[src/abllr_pkg.sv]
// Shared types and constants of the antialiased bilinear line resampler.
`timescale 1ns / 1ps
package abllr_pkg;

    localparam int MAX_LINE_DEF = 2048;
    localparam int COEFF_BITS   = 22;
    localparam int LEN_W        = 12;
    localparam int PIX_W        = 8;
    localparam int NUM_CH       = 3;
    localparam int RGB_W        = NUM_CH * PIX_W;
    localparam int COEF_W       = COEFF_BITS + 1;
    localparam int ACC_W        = COEFF_BITS + PIX_W + 4;
    localparam int SUM_W        = 2 * LEN_W + 1;
    localparam int DIV_NW       = SUM_W + COEFF_BITS + 1 + 4;
    localparam int DIV_DW       = SUM_W + 1;

    typedef enum logic [3:0] {
        ST_IDLE,
        ST_MUL,
        ST_HI_GO,
        ST_HI_WAIT,
        ST_LO_GO,
        ST_LO_WAIT,
        ST_INIT,
        ST_SUM,
        ST_TAP_GO,
        ST_TAP_WAIT,
        ST_EMIT
    } t_state;

    typedef enum logic {
        CFG_SOURCE_LENGTH = 1'b0,
        CFG_TARGET_LENGTH = 1'b1
    } t_cfg_index;

    typedef enum logic {
        ACT_PUSH = 1'b0,
        ACT_PULL = 1'b1
    } t_action;

endpackage

[src/abllr_lane.sv]
// One color channel lane: weighted accumulation, rounding and clamping.
`timescale 1ns / 1ps
module abllr_lane (
    input  logic                            i_clk,
    input  logic                            i_clear,
    input  logic                            i_acc_en,
    input  logic [abllr_pkg::PIX_W-1:0]     i_pixel,
    input  logic [abllr_pkg::COEF_W-1:0]    i_coeff,
    output logic [abllr_pkg::PIX_W-1:0]     o_value
);

    import abllr_pkg::*;

    localparam int HI_W = ACC_W - COEFF_BITS;

    logic [ACC_W-1:0] r_acc;
    logic [HI_W-1:0]  w_hi;

    always_ff @(posedge i_clk) begin
        if (i_clear) begin
            r_acc <= ACC_W'(1) << (COEFF_BITS - 1);
        end else if (i_acc_en) begin
            r_acc <= r_acc + ACC_W'(i_pixel) * ACC_W'(i_coeff);
        end
    end

    always_comb begin
        w_hi = r_acc[ACC_W-1:COEFF_BITS];
        if (|w_hi[HI_W-1:PIX_W]) begin
            o_value = '1;
        end else begin
            o_value = w_hi[PIX_W-1:0];
        end
    end

endmodule

[config.mk]
export PLATFORM = sky130hd
export DESIGN_NAME = abllr_lane
export DESIGN_NICKNAME = d
export VERILOG_FILES = /design/src/abllr_pkg.sv /design/src/abllr_lane.sv
export SDC_FILE = /design/constraint.sdc
export NUM_CORES = 1
export LEC_CHECK = 0
export ABC_AREA = 1
export BUFFER_PORTS_ARGS = -buffer_cell sky130_fd_sc_hd__clkbuf_2
export CORE_MARGIN = 10
export CORE_UTILIZATION = 40
export CTS_CLUSTER_SIZE = 12
export DETAILED_ROUTE_END_ITERATION = 10
export PLACE_DENSITY_LB_ADDON = 0.3
export SLEW_MARGIN = 40
export SYNTH_ARGS = -nofsm -noshare
export SYNTH_HDL_FRONTEND = slang
export SYNTH_SLANG_ARGS = --single-unit
[constraint.sdc]
create_clock -name i_clk -period 6.55 [get_ports i_clk]
set_input_delay 0.3275 -clock i_clk [delete_from_list [all_inputs] [get_ports i_clk]]
set_output_delay 0.3275 -clock i_clk [all_outputs]
set_load 0.01 [all_outputs]
# Word level (Yosys, flattened, before mapping)
# Cells that the tools add are included.
# W data, S select, Z words.
# word_totals
elab_cells,5
reg_bits,34
# classes
muxes,1
addsub,1
n_mul,1
n_reduce_logical,1
# ops
cell,n
$add A34 B31 Y34,1
$mul A8 B23 Y31,1
$mux W8,1
$reduce_or A4 Y1,1

# Depth between registers and ports, before layout
# depth
ltp_word,2
depth_mapped,24
depth_no_buf,23

# Worst setup path after synthesis
# No wires, ideal clock.
# synth_path
kind,input to register
start,input i_pixel[0] in the netlist's numbering
end,register r_acc[18]
slack_ns,2.519
n_path_buf,1
cell_stages,19
arrival_ns,3.915
path_cell_list,clkbuf_1 -> nand2_1 -> fa_1 -> inv_1 -> fa_1 -> fa_1 -> inv_1 -> fa_1 -> inv_1 -> ha_1 -> nand2_1 -> inv_1 -> a21oi_1 -> nand2_1 -> nand2_1 -> nand2_2 -> xor2_1 -> o21ai_0 -> inv_1
# synth_via
elab_chain_len,2
# synth_rtl
element,line_no,rtl
"start, declared",abllr_lane.sv:7,"input logic [abllr_pkg::PIX_W-1:0] i_pixel,"
$mul A8 B23 Y31,abllr_lane.sv:23,r_acc <= r_acc + ACC_W'(i_pixel) * ACC_W'(i_coeff);
$add A34 B31 Y34,abllr_lane.sv:23,
"end signal, assigned",abllr_lane.sv:21,r_acc <= ACC_W'(1) << (COEFF_BITS - 1);
"end signal, assigned",abllr_lane.sv:23,
"end, declared",abllr_lane.sv:16,logic [ACC_W-1:0] r_acc;
# No other way between the ends.
# A chain may end at the register's enable or synchronous reset.

# Worst setup path after layout
# layout_path
start,input i_pixel[2] in the netlist's numbering
end,register r_acc[27]
# The elaborated chain is that of the path after synthesis.

==> metrics.md <==
| Metric | Value |
|---|---|
| CP startpoint kind | `input pin` |
| DP Wirelength | `17.9 mm` |
| Mapped Nets | `1617` |
| Routed via count | `7414` |
| Status | `complete, no violations` |
| Biggest regs | `r_acc (34)` |
| DR pass1 iterations | `5` |
| Rel. slew slack | `0.492` |
| N_diodes | `0` |
| Root Driver | `clkbuf_16` |
| Reg2Reg Depth | `19` |
| Post-Synthesis Cells | `1372` |
| Post-route design area | `0.00954 mm^2` |
| Number of global-route vias before repair | `7945` |
| TritonCTS buffer count | `5` |
| Share of layout cells above drive strength 1 | `0.0444` |
| I/O Buffers | `41` |
| Die height | `170 um` |
| Worst-Margin Slew | `0.761 ns` |
| DRC | `0` |
| Clock Skew | `0.00698 ns` |
| Worst path max stage delay | `0.56 ns` |
| Setup_tns | `0 ns` |
| DR iter-0 viols | `335` |
| Syn avg cell area | `6.57 um^2` |
| Crit-path leading delay family | `adder cells` |
| Async SR Flop Fraction | `0` |
| Met3 WL post-DR | `577 um` |
| Cell Chain, Critical Path | `clkbuf_2, nand2_1, fa_1, inv_1, fa_1, fa_1, inv_1, fa_1, inv_1, ha_1, nand2_2, nor2_1, nand2_1, nor2_1, nand2_1, nand4_1, nand3_1, nand2_1, inv_1` |
| Pin count of the biggest net entering global routing | `47` |
| Launch point of the worst path | `i_pixel[2]` |
| GRT overflow | `0` |
| Synth Flop Type | `dfxtp_1` |
| Clock sink count | `34` |
| Biggest register | `r_acc` |
| Die Wd | `170 um` |
| Starting Density | `0.410` |
| Netlist cell types | `28` |
| Crit path kind | `in2reg` |
| Number of nets in the layout | `1618` |
| Synthesized area | `0.00902 mm^2` |
| Max Slew Vio Count | `0` |
| Critical path required time | `6.73 ns` |
| Synth warnings | `0` |
| Final setup fails | `0` |
| CTS tree | `done` |
| CTS max path bufs | `2` |
| Hold Fails Final Rpt | `0` |
| Wire length on met1 | `10.1 mm` |
| Final wirelength | `21.1 mm` |
| H-Tree Depth | `2` |
| Tcrit/Tclk final | `0.668` |
| Commonest cells after routing, fill and taps aside | `inv_1, nand2_1, fa_1, ha_1, nor2_1` |
| Die area | `0.0290 mm^2` |
| Hold WS | `0.486 ns` |
| Met2 wire len | `10.2 mm` |
| Worst r2r dst | `r_acc[23]$_SDFFE_PP0P_` |
| Worst min-delay path category | `reg2reg` |
| Core area | `0.0220 mm^2` |
| CP Depth | `19` |
| Register area share after synthesis | `0.0755` |
| Highest routed layer | `met4` |
| ANT nets after route | `0` |
| Worst setup EP type | `register` |
| Wire per inst | `12.8 um` |
| Setup Buffers After CTS | `0` |
| CP max-delay cell | `fa_1` |
| Post-CTS Hold Fix Bufs | `0` |
| CP bufs+invs | `5` |
| Num rows | `54` |
| Vias per cell | `4.48` |
| Final min period | `4.38 ns` |
| R2R Setup Slk | `2.45 ns` |
| Placed cell count | `1646` |
| First-pass GRT wire length | `37.6 mm` |
| Gr usage total | `0.156` |
| Post-synth EDFFs | `0` |
| Crit path DAT | `4.56 ns` |
| RSZ-0062 raised after global routing | `no` |
| Largest register FFs | `34` |
| Placed inst area | `0.00937 mm^2` |
| RR Startpoint | `r_acc[14]$_SDFFE_PP0P_` |
| Initial antenna violation count | `0` |
| CP endpoint | `r_acc[27]$_SDFFE_PP0P_` |
| Synth Register Bits | `34` |
| Fmax | `0.229 GHz` |
| I/O pin count | `42` |
| Final GP Congestion | `0.929` |
| Commonest non-fill, non-tap cell in the layout | `inv_1` |
| Final Instance Count excl. Fillers | `1654` |
| Clock latency on the worst-skew pair | `0.29 ns` |
| Gates resized, CTS repair | `0` |
| Worst-path clk slew | `0.06 ns` |
| Largest fanout on the critical path | `23` |
| Max-Cap Viols | `0` |
| P&R area growth vs syn | `5.72%` |
## tightest hold or removal path, cell delays in order (launching register included)
cell and delay (ns):
dfxtp_1 0.33, a21oi_1 0.07, nand2_1 0.06
## cells by family after synthesis
| logic type | Yosys count | synth area share |
|---|---|---|
| buffers and inverters | 525 | 0.222 |
| adder cells (fa/ha/maj) | 211 | 0.422 |
| AO/OA/AOI/OAI | 73 | 0.0413 |
| AND/OR/NAND/NOR | 515 | 0.225 |
| XOR/XNOR | 14 | 0.0136 |
| flip-flops | 34 | 0.0755 |
## per-stage QoR
step | utilization | worst slack (ns)
floorplan | - | 2.52
global placement | 0.425 | 1.85
detailed placement | 0.426 | 1.86
CTS | 0.433 | 2.13
global route | 0.433 | 1.80
finish | 0.433 | 2.18
## synth_stat cells (all sizes together) (13+ instances only)
master    n  share of area
nand3    38          0.022
xor2     13          0.013
a21oi    50          0.028
fa      155           0.34
dfxtp    34          0.075
nand2   413           0.17
o21ai    20          0.011
clkbuf   44          0.021
nor2     54          0.023
ha       56          0.078
inv     477           0.20
## worst min path at each step
stage                           startpoint                endpoint  slack (ns)  depth (start not counted)
detailed placement  r_acc[21]$_SDFFE_PP1P_  r_acc[21]$_SDFFE_PP1P_        0.46                          2
global route        r_acc[21]$_SDFFE_PP1P_  r_acc[21]$_SDFFE_PP1P_        0.52                          2
CTS                 r_acc[21]$_SDFFE_PP1P_  r_acc[21]$_SDFFE_PP1P_        0.48                          2
floorplan           r_acc[21]$_SDFFE_PP1P_  r_acc[21]$_SDFFE_PP1P_        0.44                          2
global placement    r_acc[21]$_SDFFE_PP1P_  r_acc[21]$_SDFFE_PP1P_        0.46                          2
finish              r_acc[21]$_SDFFE_PP1P_  r_acc[21]$_SDFFE_PP1P_        0.49                          2
## cell type report
type | count | area [um^2]
clock inverter | 1 | 30.0
inverter | 477 | 1790
timing repair buffer | 42 | 213
clock buffer | 7 | 133
multi-input combinational | 813 | 6340
sequential | 34 | 681
fill | 2368 | 12500
tap | 280 | 350
## layer usage
layer | vias to the layer above | track usage
met5 | - | 0
met1 | 3526 | 0.205
met2 | 88 | 0.275
met4 | 0 | 0.0236
li1 | 3784 | -
met3 | 16 | 0.0174
Power is left out: the tool's default activity adds up to more than one toggle a clock period on the data nets, which glitch-free logic cannot reach.
