<file path="config.mk">
export PLATFORM = sky130hd
export DESIGN_NAME = abllr_div
export DESIGN_NICKNAME = d
export VERILOG_FILES = /design/src/abllr_div.sv
export SDC_FILE = /design/constraint.sdc
export NUM_CORES = 1
export LEC_CHECK = 0
export BUFFER_PORTS_ARGS = -buffer_cell sky130_fd_sc_hd__buf_2
export CORE_ASPECT_RATIO = 0.75
export CORE_UTILIZATION = 56
export DETAILED_ROUTE_END_ITERATION = 7
export PLACE_DENSITY = 0.89
export SYNTH_ARGS = -nofsm -noshare
export SYNTH_HDL_FRONTEND = slang
export SYNTH_SLANG_ARGS = --single-unit
</file>
<file path="constraint.sdc">
create_clock -name i_clk -period 3.7 [get_ports i_clk]
set_input_delay 1.11 -clock i_clk [delete_from_list [all_inputs] [get_ports i_clk]]
set_output_delay 1.11 -clock i_clk [all_outputs]
set_load 0.005 [all_outputs]
</file>
<file path="src/abllr_div.sv">
// Restoring serial divider, one quotient bit per cycle.
`timescale 1ns / 1ps
module abllr_div #(
    parameter int NW = 38,
    parameter int DW = 26
) (
    input  logic          i_clk,
    input  logic          i_rst_n,
    input  logic          i_start,
    input  logic [NW-1:0] i_dividend,
    input  logic [DW-1:0] i_divisor,
    output logic          o_done,
    output logic [NW-1:0] o_quotient
);

    localparam int CW = $clog2(NW + 1);

    logic          r_busy;
    logic          r_done;
    logic [CW-1:0] r_cnt;
    logic [DW-1:0] r_rem;
    logic [NW-1:0] r_quo;
    logic [DW-1:0] r_div;
    logic [DW:0]   w_trial;
    logic [DW:0]   w_diff;
    logic          w_ge;

    always_comb begin
        w_trial = {r_rem, r_quo[NW-1]};
        w_ge    = w_trial >= {1'b0, r_div};
        w_diff  = w_trial - {1'b0, r_div};
    end

    always_ff @(posedge i_clk) begin
        if (!i_rst_n) begin
            r_busy <= 1'b0;
            r_done <= 1'b0;
            r_cnt  <= '0;
        end else begin
            r_done <= 1'b0;
            if (i_start) begin
                r_busy <= 1'b1;
                r_cnt  <= CW'(NW);
            end else if (r_busy) begin
                r_cnt <= r_cnt - CW'(1);
                if (r_cnt == CW'(1)) begin
                    r_busy <= 1'b0;
                    r_done <= 1'b1;
                end
            end
        end
    end

    always_ff @(posedge i_clk) begin
        if (i_start) begin
            r_rem <= '0;
            r_quo <= i_dividend;
            r_div <= i_divisor;
        end else if (r_busy) begin
            r_rem <= w_ge ? w_diff[DW-1:0] : w_trial[DW-1:0];
            r_quo <= {r_quo[NW-2:0], w_ge};
        end
    end

    assign o_done     = r_done;
    assign o_quotient = r_quo;

endmodule

</file>
Word-level counts from Yosys, hierarchy flattened
Index checks and enable logic that the tools add are counted.

storage, ports and cells
  bits in latches = 0
  ROM bits = 0
  word-level logic and storage cells = 25
  memories = 0
  bits in registers = 98
  input bits = 67
  output and inout port bits = 39
  RAM bits = 0

cells by class
  order comparisons = 1
  muxes and demuxes = 9
  shift operators = 0
  divide/modulo/power cells = 0
  $mul = 0
  add/sub/neg operators = 2
  bitwise logic cells = 2
  eq/ne operators = 1
  reduce and logical (&&, ||, !) cells = 3

operators by type and width
  kind                                               number
  two-way mux 38 bit                                 2
  >= comparator 27 x 26 -> 1 bit                     1
  two-way mux 26 bit                                 1
  subtractor 26 bit                                  1
  two-way mux 6 bit                                  2
  == test 6 x 1 -> 1 bit (second input constant)     1
  subtractor 6 x 1 -> 6 bit (second input constant)  1
  two-way mux 1 bit                                  4
  OR reduction 3 bit                                 1
  inverter 1 bit                                     2
  nonzero test 2 bit                                 1
  OR reduction 2 bit                                 1

Logic depth before layout (Yosys ltp)
Gate-level depths: netlist of run 1.

  depth in word-level cells = 4
  depth in mapped cells = 12
  mapped depth without buffers = 12

Worst setup path after synthesis of run 1
Ideal clock, no wire load.

  path type = register to register
  start = reg r_quo[37], in the netlist o_quotient[37]
  end = reg r_rem[16]
  setup time = 86 ps
  required time = 3614 ps
  arrival = 2530 ps
  stages on the path, launching flop included = 13
  slack = 1085 ps
  period minus slack after synthesis = 2615 ps
  cells stage by stage = edfxtp_1 inv_1 ha_1 inv_1 fa_1 a21oi_1 o211ai_1 o21ai_0 o21ai_0 a31oi_1 xnor2_1 mux2i_1 a211oi_1

between the ends
  word-level cells in the longest chain between the ends = 2

RTL lines
  item                                                                 RTL line  text
  from (decl)                                                          22        logic [NW-1:0] r_quo;
  from (signal assigned)                                               57        r_quo <= i_dividend;
  from (signal assigned)                                               61        r_quo <= {r_quo[NW-2:0], w_ge};
  subtractor 26 bit or >= comparator 27 x 26 -> 1 bit (tied branches)  31, 30
  two-way mux 26 bit (*)                                               60        r_rem <= w_ge ? w_diff[DW-1:0] : w_trial[DW-1:0];
  to (signal assigned)                                                 60
  to (decl)                                                            21        logic [DW-1:0] r_rem;

Mark *: on every way between the ends. The rest lies on a longest branch, timed or not.
A chain may end at the register's enable or synchronous reset.

Worst setup path after layout of run 1
  start = reg r_div[1]
  end = reg r_rem[10]

between the ends
  word-level cells in the longest chain between the ends = 2

RTL lines
  item                                                                 RTL line  text
  from (decl)                                                          23        logic [DW-1:0] r_div;
  from (signal assigned)                                               58        r_div <= i_divisor;
  subtractor 26 bit or >= comparator 27 x 26 -> 1 bit (tied branches)  31, 30
  two-way mux 26 bit (*)                                               60

Marked as above.

==> results of run 1 <==
cells by family (layout without fill, tap and decap cells):
family          Yosys count  in the layout
compound gates          115            115
xor+xnor                 26             26
simple gates            142            142
buf+inv                  60            164
flops                    98             98
fa+ha+maj                29             29
mux                      58             58
cell type report:
class | instances | area, sq um | area share [%]
Multi-Input combinational cell | 370 | 2663 | 41.14
Inverter | 35 | 131.4 | 2.030
Clock buffer | 9 | 225.2 | 3.480
Tap cell | 132 | 165.2 | 2.552
Timing Repair Buffer | 113 | 588.1 | 9.087
Clock inverter | 7 | 96.34 | 1.489
Sequential cell | 98 | 2603 | 40.22
report_power, final:
| part | switching, W | total (W) | internal (W) |
|---|---|---|---|
| Combinational | 0.000417 | 0.000738 | 0.000321 |
| Sequential | 0.0000585 | 0.00134 | 0.00128 |
| Clock | 0.000458 | 0.00100 | 0.000546 |
| Total | 0.000934 | 0.00308 | 0.00215 |
registers in the layout, summed over array words and instances (netlist names):
name	flops
o_done	1
r_cnt	6
r_busy	1
r_div	26
r_rem	26
o_quotient	38
worst min path at each step:
stage / endpoint / slack [ps]
floorplan: r_rem[7] / 470
global placement: r_rem[8] / 490
detailed placement: r_rem[7] / 490
CTS: r_rem[7] / 500
global route: r_rem[8] / 540
finish: r_rem[7] / 500
Yosys cell counts, types with 2 or more instances:
library cell                n  area share (%)
sky130_fd_sc_hd__a211o_1    2            0.32
sky130_fd_sc_hd__a21boi_0   3            0.41
sky130_fd_sc_hd__a21o_1     5            0.68
sky130_fd_sc_hd__xor2_1     9             1.4
sky130_fd_sc_hd__nor4_1     5            0.57
sky130_fd_sc_hd__mux2_2    38             7.7
sky130_fd_sc_hd__o31a_1     3            0.48
sky130_fd_sc_hd__buf_2      8            0.72
sky130_fd_sc_hd__o21a_1     4            0.54
sky130_fd_sc_hd__edfxtp_1  64              35
sky130_fd_sc_hd__nand3_1   19             1.7
sky130_fd_sc_hd__nor2_1    48             3.3
sky130_fd_sc_hd__a211oi_1  24             3.3
sky130_fd_sc_hd__o21ai_0   25             2.3
sky130_fd_sc_hd__a311oi_1   2            0.32
sky130_fd_sc_hd__mux2i_1   20             3.6
sky130_fd_sc_hd__ha_1      28             6.3
sky130_fd_sc_hd__or3_1      2            0.23
sky130_fd_sc_hd__nand2b_1   4            0.45
sky130_fd_sc_hd__inv_1     34             2.3
sky130_fd_sc_hd__nor3_1    11             1.0
sky130_fd_sc_hd__xnor2_1   17             2.7
sky130_fd_sc_hd__and2_1     3            0.34
sky130_fd_sc_hd__a31oi_1    2            0.23
sky130_fd_sc_hd__o211ai_1   6            0.81
sky130_fd_sc_hd__buf_8      2            0.54
sky130_fd_sc_hd__clkbuf_1  12            0.81
sky130_fd_sc_hd__a21oi_1   28             2.5
sky130_fd_sc_hd__nor2b_1    3            0.34
sky130_fd_sc_hd__and3_1     4            0.45
sky130_fd_sc_hd__nand4_1    5            0.57
sky130_fd_sc_hd__nand2_1   30             2.0
sky130_fd_sc_hd__dfxtp_1   34              12
through the flow:
| stage | std cells | power (W) | utilization, % | setup slack (ps) |
|---|---|---|---|---|
| floorplan | 528 | 0.001874 | - | 1085 |
| CTS | 764 | 0.003086 | 67.27 | 345.6 |
| detailed placement | 748 | 0.002083 | 63.93 | 381.5 |
| global placement | 748 | 0.002051 | 63.93 | 547.9 |
| finish | 764 | 0.003082 | 67.27 | 232.2 |
| global route | 764 | 0.003223 | 67.27 | 6.783 |
per-layer routing:
metal  part of all wire, %  wire length, microns  global-route usage [%]
met5                     0                     0                       0
met4                   1.3                   172                   8.746
met3                   7.0                   913                   6.367
met2                    48                  6245                   42.55
met1                    44                  5683                   36.26
cell usage in the layout (no fill, tap or decap), types with 3 or more instances in the layout:
cell type and instances:
sky130_fd_sc_hd__nand3_1 19, sky130_fd_sc_hd__a211oi_1 24, sky130_fd_sc_hd__xor2_1 9, sky130_fd_sc_hd__a21oi_1 28
sky130_fd_sc_hd__o31a_1 3, sky130_fd_sc_hd__a21o_1 5, sky130_fd_sc_hd__buf_4 9, sky130_fd_sc_hd__nand4_1 5
sky130_fd_sc_hd__a21boi_0 3, sky130_fd_sc_hd__edfxtp_1 64, sky130_fd_sc_hd__mux2_2 38, sky130_fd_sc_hd__nand2_1 30
sky130_fd_sc_hd__xnor2_1 17, sky130_fd_sc_hd__nand2b_1 4, sky130_fd_sc_hd__nor4_1 5, sky130_fd_sc_hd__mux2i_1 20
sky130_fd_sc_hd__o21a_1 4, sky130_fd_sc_hd__nor2_1 48, sky130_fd_sc_hd__inv_8 3, sky130_fd_sc_hd__o211ai_1 6
sky130_fd_sc_hd__and2_1 3, sky130_fd_sc_hd__inv_1 34, sky130_fd_sc_hd__dfxtp_1 34, sky130_fd_sc_hd__buf_2 104
sky130_fd_sc_hd__nor2b_1 3, sky130_fd_sc_hd__clkbuf_16 9, sky130_fd_sc_hd__and3_1 4, sky130_fd_sc_hd__nor3_1 11
sky130_fd_sc_hd__o21ai_0 25, sky130_fd_sc_hd__ha_1 28
worst register-to-register path, stage by stage, from the launching register on:
cell	delay, ps
sky130_fd_sc_hd__edfxtp_1	320
sky130_fd_sc_hd__inv_1	60
sky130_fd_sc_hd__ha_1	300
sky130_fd_sc_hd__nor2b_1	270
sky130_fd_sc_hd__o31a_1	250
sky130_fd_sc_hd__o21ai_1	210
sky130_fd_sc_hd__o21ai_0	500
sky130_fd_sc_hd__a21oi_1	190
sky130_fd_sc_hd__a22oi_4	570
sky130_fd_sc_hd__buf_4	320
sky130_fd_sc_hd__mux2i_1	220
sky130_fd_sc_hd__a211oi_1	90
==> Implementation_results.wiki, run 1 <==
{| class="wikitable"
! Metric !! Value
|-
| Total gr overflow || 0
|-
| Simple-gate share of the synthesized area || 12.28%
|-
| Via density per instance || 5.872
|-
| Mean post-synth cell area || 10.48 sq um
|-
| Hold_buf cts || 0
|-
| Buffering stage count on the worst path with inverters included || 2
|-
| Main flop type after synthesis || sky130_fd_sc_hd__edfxtp_1
|-
| Crit-path max FO || 19
|-
| Kind of launch point of the worst setup path || register
|-
| Global-route usage over all layers || 26.76%
|-
| Count of max-cap constraint violations || 0
|-
| Vias in the first global route || 4209
|-
| Ratio of cells with drive above 1 in the final layout || 27.22%
|-
| Initial cell density of the core || 57.51%
|-
| Largest family of logic cells by synthesized area || compound AO/OA/AOI/OAI gates
|-
| Clock tree from TritonCTS || built
|-
| Critical path class || register to register
|-
| Critical Path Start || r_div[1]
|-
| Number of ports placed on the die boundary || 106
|-
| Result of the run || finished, final reports clean
|-
| Total power per unit cell area || 476.2 mW/mm^2
|-
| Number of flops mapped to enable cells by yosys || 64
|-
| Maximum cell stage delay along the critical path || 570 ps
|-
| Number of nets in the finished design || 723
|-
| Die Wd || 116.8 microns
|-
| TNS Setup || 0 ps
|-
| Reg-to-Reg End || r_rem[10]
|-
| CP Capture Point || r_rem[10]
|-
| Fin Clk Skew || 6.490 ps
|-
| Final design area excluding fillers || 0.006471 sq mm
|-
| Number of buffers inserted by port buffering || 105
|-
| Required time of the worst setup path || 3900 ps
|-
| Die area || 0.01028 sq mm
|-
| Proportion of register bits with asynchronous set or reset after synthesis || 0%
|-
| Least-Margin Pin Slew || 662.0 ps
|-
| CTS Sinks || 98
|-
| Placed Area || 0.006150 sq mm
|-
| Crit-path leading delay family || compound AO/OA/AOI/OAI gates
|-
| Number of antenna violations at the first check in global routing || 0
|-
| Worst slew margin relative to its limit || 55.30%
|-
| Multiplexer area fraction after synthesis || 11.35%
|-
| Number of endpoints with negative hold slack in the final report || 0
|-
| Average wire per cell in the routed design || 17.04 microns
|-
| Residual DRC || 0
|-
| Worst Hold Class || register to register
|-
| Synthesized-area fraction occupied by xor and xnor cells || 4.117%
|-
| Start point of the worst hold path || r_rem[7]
|-
| DPL Wire Length || 9195 microns
|-
| Fraction of the cycle the final worst path needs || 93.72%
|-
| Area share of fa/ha/maj cells after synthesis || 6.695%
|-
| Post-detailed-route count of antenna-violating nets || 0
|-
| Hold depth || 2
|-
| Logic depth of the worst path, buffers included || 11
|-
| Leakage power total || 2.662 nW
|-
| Minimum setup slack among reg-to-reg paths || 230 ps
|-
| Synth Register Bits || 98
|-
| Synthesized Nets || 624
|-
| Worst path cell trace || inv_1 > ha_1 > nor2b_1 > o31a_1 > o21ai_1 > o21ai_0 > a21oi_1 > a22oi_4 > buf_4 > mux2i_1 > a211oi_1
|-
| Routed Wire Length || 13020 microns
|-
| Antenna cell count || 0
|-
| Syn Std Cell Area || 0.005532 sq mm
|-
| Number of setup buffers added after CTS || 0
|-
| Standard-cell rows || 31
|-
| Setup-failing EPs final || 0
|-
| Cells on worst reg2reg path || 11
|-
| Largest net degree at the start of global routing || 58
|-
| Global-route wire length before repair || 20800 microns
|-
| Arrival @ worst endpoint || 3670 ps
|-
| Number of filler instances in the final layout || 762
|-
| Post-cts gate resize count || 0
|-
| Worst R2R Start || r_div[1]
|-
| Complex-gate fraction of the synthesized area || 13.68%
|-
| Placer congestion estimate || 0.9318
|-
| Minimum hold slack || 499.5 ps
|-
| Yosys warns || 0
|-
| IR drop worst, VDD || 257.4 uV
|-
| First-pass iteration count of the detailed router || 6
|-
| Root buffer cell || sky130_fd_sc_hd__clkbuf_16
|-
| Detailed Route Iter0 Violations || 339
|-
| Placeable core region || 0.009619 sq mm
|-
| Number of instances in the synthesized netlist || 528
|-
| Critical Path End Type || register
|-
| Die Span Y || 88.07 microns
|-
| Via count of the routed design || 4486
|-
| Maximum clock path buffer count || 2
|-
| Number of H-tree levels || 3
|-
| CTS buffer count || 9
|-
| Clock slew at reported path FFs || 70 ps
|-
| Max frequency || 288.4 MHz
|-
| Share of the yosys chip area belonging to registers || 47.05%
|-
| Standard cell with the maximum stage delay on the critical path || sky130_fd_sc_hd__a22oi_4
|-
| Area overhead of the layout relative to synthesis || 16.99%
|-
| Worst-skew pair later-pin latency || 350 ps
|-
| Setup repair after global routing missed its margin || no
|-
| Unique masters post-synth || 57
|-
| Final Slew Violations || 0
|-
| Final critical-path required period || 3468 ps
|}
Note: power is estimated with default switching activity, not from simulation.
==> run 2, diff against run 1 <==
- RECOVER_POWER: default -> 100
==> run 2 against run 1 <==
Power fell by 0.19%. Design area fell by 0.70%. Sequential power barely moved. Hold slack got worse by 1.1 ps. Cell count did not move. Clock skew barely moved. Maximum frequency rose by 0.32%. Non-clock buffer count did not move. Core utilization fell by 0.47 points. Critical path type unchanged.
==> Implementation_results.wiki, run 2 (same netlist as run 1, synthesis figures left out) <==
{| class="wikitable"
! Metric !! Value
|-
| Worst R2R Start || r_div[1]
|-
| Leakage power total || 2.570 nW
|-
| Initial cell density of the core || 57.51%
|-
| Worst-skew pair later-pin latency || 350 ps
|-
| Post-detailed-route count of antenna-violating nets || 0
|-
| Count of max-cap constraint violations || 0
|-
| Most frequent cells in the layout || sky130_fd_sc_hd__buf_2, sky130_fd_sc_hd__edfxtp_1, sky130_fd_sc_hd__nor2_1, sky130_fd_sc_hd__mux2_2
|-
| CTS buffer count || 9
|-
| Clock slew at reported path FFs || 70 ps
|-
| Logic depth of the worst path, buffers included || 11
|-
| Critical Path End Type || register
|-
| Global-route usage over all layers || 26.76%
|-
| Setup repair after global routing missed its margin || no
|-
| Hold_buf cts || 0
|-
| Largest register FFs || 38
|-
| Result of the run || finished, final reports clean
|-
| Final Slew Violations || 0
|-
| IR drop worst, VDD || 256.9 uV
|-
| Total power per unit cell area || 478.7 mW/mm^2
|-
| Kind of launch point of the worst setup path || register
|-
| Max frequency || 289.3 MHz
|-
| Average wire per cell in the routed design || 17.04 microns
|-
| First-pass iteration count of the detailed router || 5
|-
| Required time of the worst setup path || 3910 ps
|-
| Routed Wire Length || 13020 microns
|-
| Number of ports placed on the die boundary || 106
|-
| Detailed Route Iter0 Violations || 318
|-
| Total power consumption of the routed design || 0.003076 W
|-
| CTS Sinks || 98
|-
| Global-route wire length before repair || 20800 microns
|-
| Number of buffers inserted by port buffering || 105
|-
| Worst Hold Class || register to register
|-
| Number of filler instances in the final layout || 784
|-
| Root buffer cell || sky130_fd_sc_hd__clkbuf_16
|-
| Buffering stage count on the worst path with inverters included || 2
|-
| Post-cts gate resize count || 0
|-
| Final critical-path required period || 3457 ps
|-
| Total gr overflow || 0
|-
| Worst path cell trace || inv_1 > ha_1 > nor2b_1 > o31a_1 > o21ai_1 > o21ai_0 > a21oi_1 > a22oi_4 > buf_4 > mux2i_1 > a211oi_1
|-
| Die Span Y || 88.07 microns
|-
| Reg-to-Reg End || r_rem[10]
|-
| Residual DRC || 0
|-
| Number of H-tree levels || 3
|-
| Die Wd || 116.8 microns
|-
| Setup-failing EPs final || 0
|-
| Cells on worst reg2reg path || 11
|-
| Worst slew margin relative to its limit || 37.27%
|-
| TNS Setup || 0 ps
|-
| Standard-cell rows || 31
|-
| Vias in the first global route || 4209
|-
| Area overhead of the layout relative to synthesis || 16.17%
|-
| Number of setup buffers added after CTS || 0
|-
| Least-Margin Pin Slew || 940.9 ps
|-
| Number of nets in the finished design || 723
|-
| Number of antenna violations at the first check in global routing || 0
|-
| Crit-path max FO || 19
|-
| Placer congestion estimate || 0.9318
|-
| Ratio of cells with drive above 1 in the final layout || 21.99%
|-
| Fin Clk Skew || 6.709 ps
|-
| Arrival @ worst endpoint || 3660 ps
|-
| Minimum setup slack among reg-to-reg paths || 240 ps
|-
| Maximum clock path buffer count || 2
|-
| Via count of the routed design || 4489
|-
| Crit-path leading delay family || compound AO/OA/AOI/OAI gates
|-
| Most common cell after layout, fill and taps aside || sky130_fd_sc_hd__buf_2
|-
| Antenna cell count || 0
|-
| Maximum cell stage delay along the critical path || 580 ps
|-
| Fraction of the cycle the final worst path needs || 93.42%
|-
| Clock tree from TritonCTS || built
|-
| CP Capture Point || r_rem[10]
|-
| Largest net degree at the start of global routing || 58
|-
| DPL Wire Length || 9195 microns
|-
| Via density per instance || 5.876
|-
| Die area || 0.01028 sq mm
|-
| Critical Path Start || r_div[1]
|-
| Standard cell with the maximum stage delay on the critical path || sky130_fd_sc_hd__a22oi_4
|-
| Critical path class || register to register
|-
| Number of endpoints with negative hold slack in the final report || 0
|-
| Placeable core region || 0.009619 sq mm
|}
-- run 2: worst min path at each step --
stage / from / cells past startpoint / end
floorplan: r_rem[7] / 2 / r_rem[7]
global placement: r_rem[8] / 2 / r_rem[8]
detailed placement: r_rem[7] / 2 / r_rem[7]
CTS: r_rem[7] / 2 / r_rem[7]
global route: r_rem[8] / 2 / r_rem[8]
finish: r_rem[7] / 2 / r_rem[7]
-- run 2: area by class of cell --
| cell class | count | area (sq um) | area share [%] |
|---|---|---|---|
| Tap cell | 132 | 165.2 | 2.570 |
| Multi-Input combinational cell | 370 | 2663 | 41.43 |
| Clock buffer | 9 | 225.2 | 3.505 |
| Clock inverter | 7 | 96.34 | 1.499 |
| Inverter | 35 | 131.4 | 2.044 |
| Sequential cell | 98 | 2603 | 40.50 |
| Timing Repair Buffer | 113 | 543.0 | 8.450 |
-- run 2: power breakdown --
part           internal (W)  total (W)  leakage [nW]  switching, W
registers           0.00128    0.00134         0.918     0.0000589
logic              0.000311   0.000730          1.50      0.000419
clock network      0.000546    0.00101         0.154      0.000460
-- run 2: worst reg2reg max path, cell delays in order (launching register included) --
cell	delay (ps)
sky130_fd_sc_hd__edfxtp_1	320
sky130_fd_sc_hd__inv_1	60
sky130_fd_sc_hd__ha_1	300
sky130_fd_sc_hd__nor2b_1	270
sky130_fd_sc_hd__o31a_1	240
sky130_fd_sc_hd__o21ai_1	210
sky130_fd_sc_hd__o21ai_0	510
sky130_fd_sc_hd__a21oi_1	190
sky130_fd_sc_hd__a22oi_4	580
sky130_fd_sc_hd__buf_4	320
sky130_fd_sc_hd__mux2i_1	220
sky130_fd_sc_hd__a211oi_1	90
-- run 2: routing by layer --
| layer | routed length (microns) | global-route usage, % | share of wire, % | up-vias |
|---|---|---|---|---|
| met4 | 169 | 8.746 | 1.3 | 0 |
| met3 | 933 | 6.367 | 7.2 | 19 |
| met1 | 5693 | 36.26 | 44 | 2156 |
| li1 | - | - | - | 2131 |
| met2 | 6218 | 42.55 | 48 | 183 |
| met5 | 0 | 0 | 0 | - |
-- run 2: per-stage QoR --
step	instances	util, %	setup WS, ps	area [sq um]	hold WS, ps
floorplan	528	-	1085	5532	470.5
global placement	748	63.93	547.9	6150	490.2
detailed placement	748	63.93	381.5	6150	490.8
CTS	764	67.27	345.6	6471	502.5
global route	764	66.81	6.783	6426	543.6
finish	764	66.81	243.4	6426	498.4
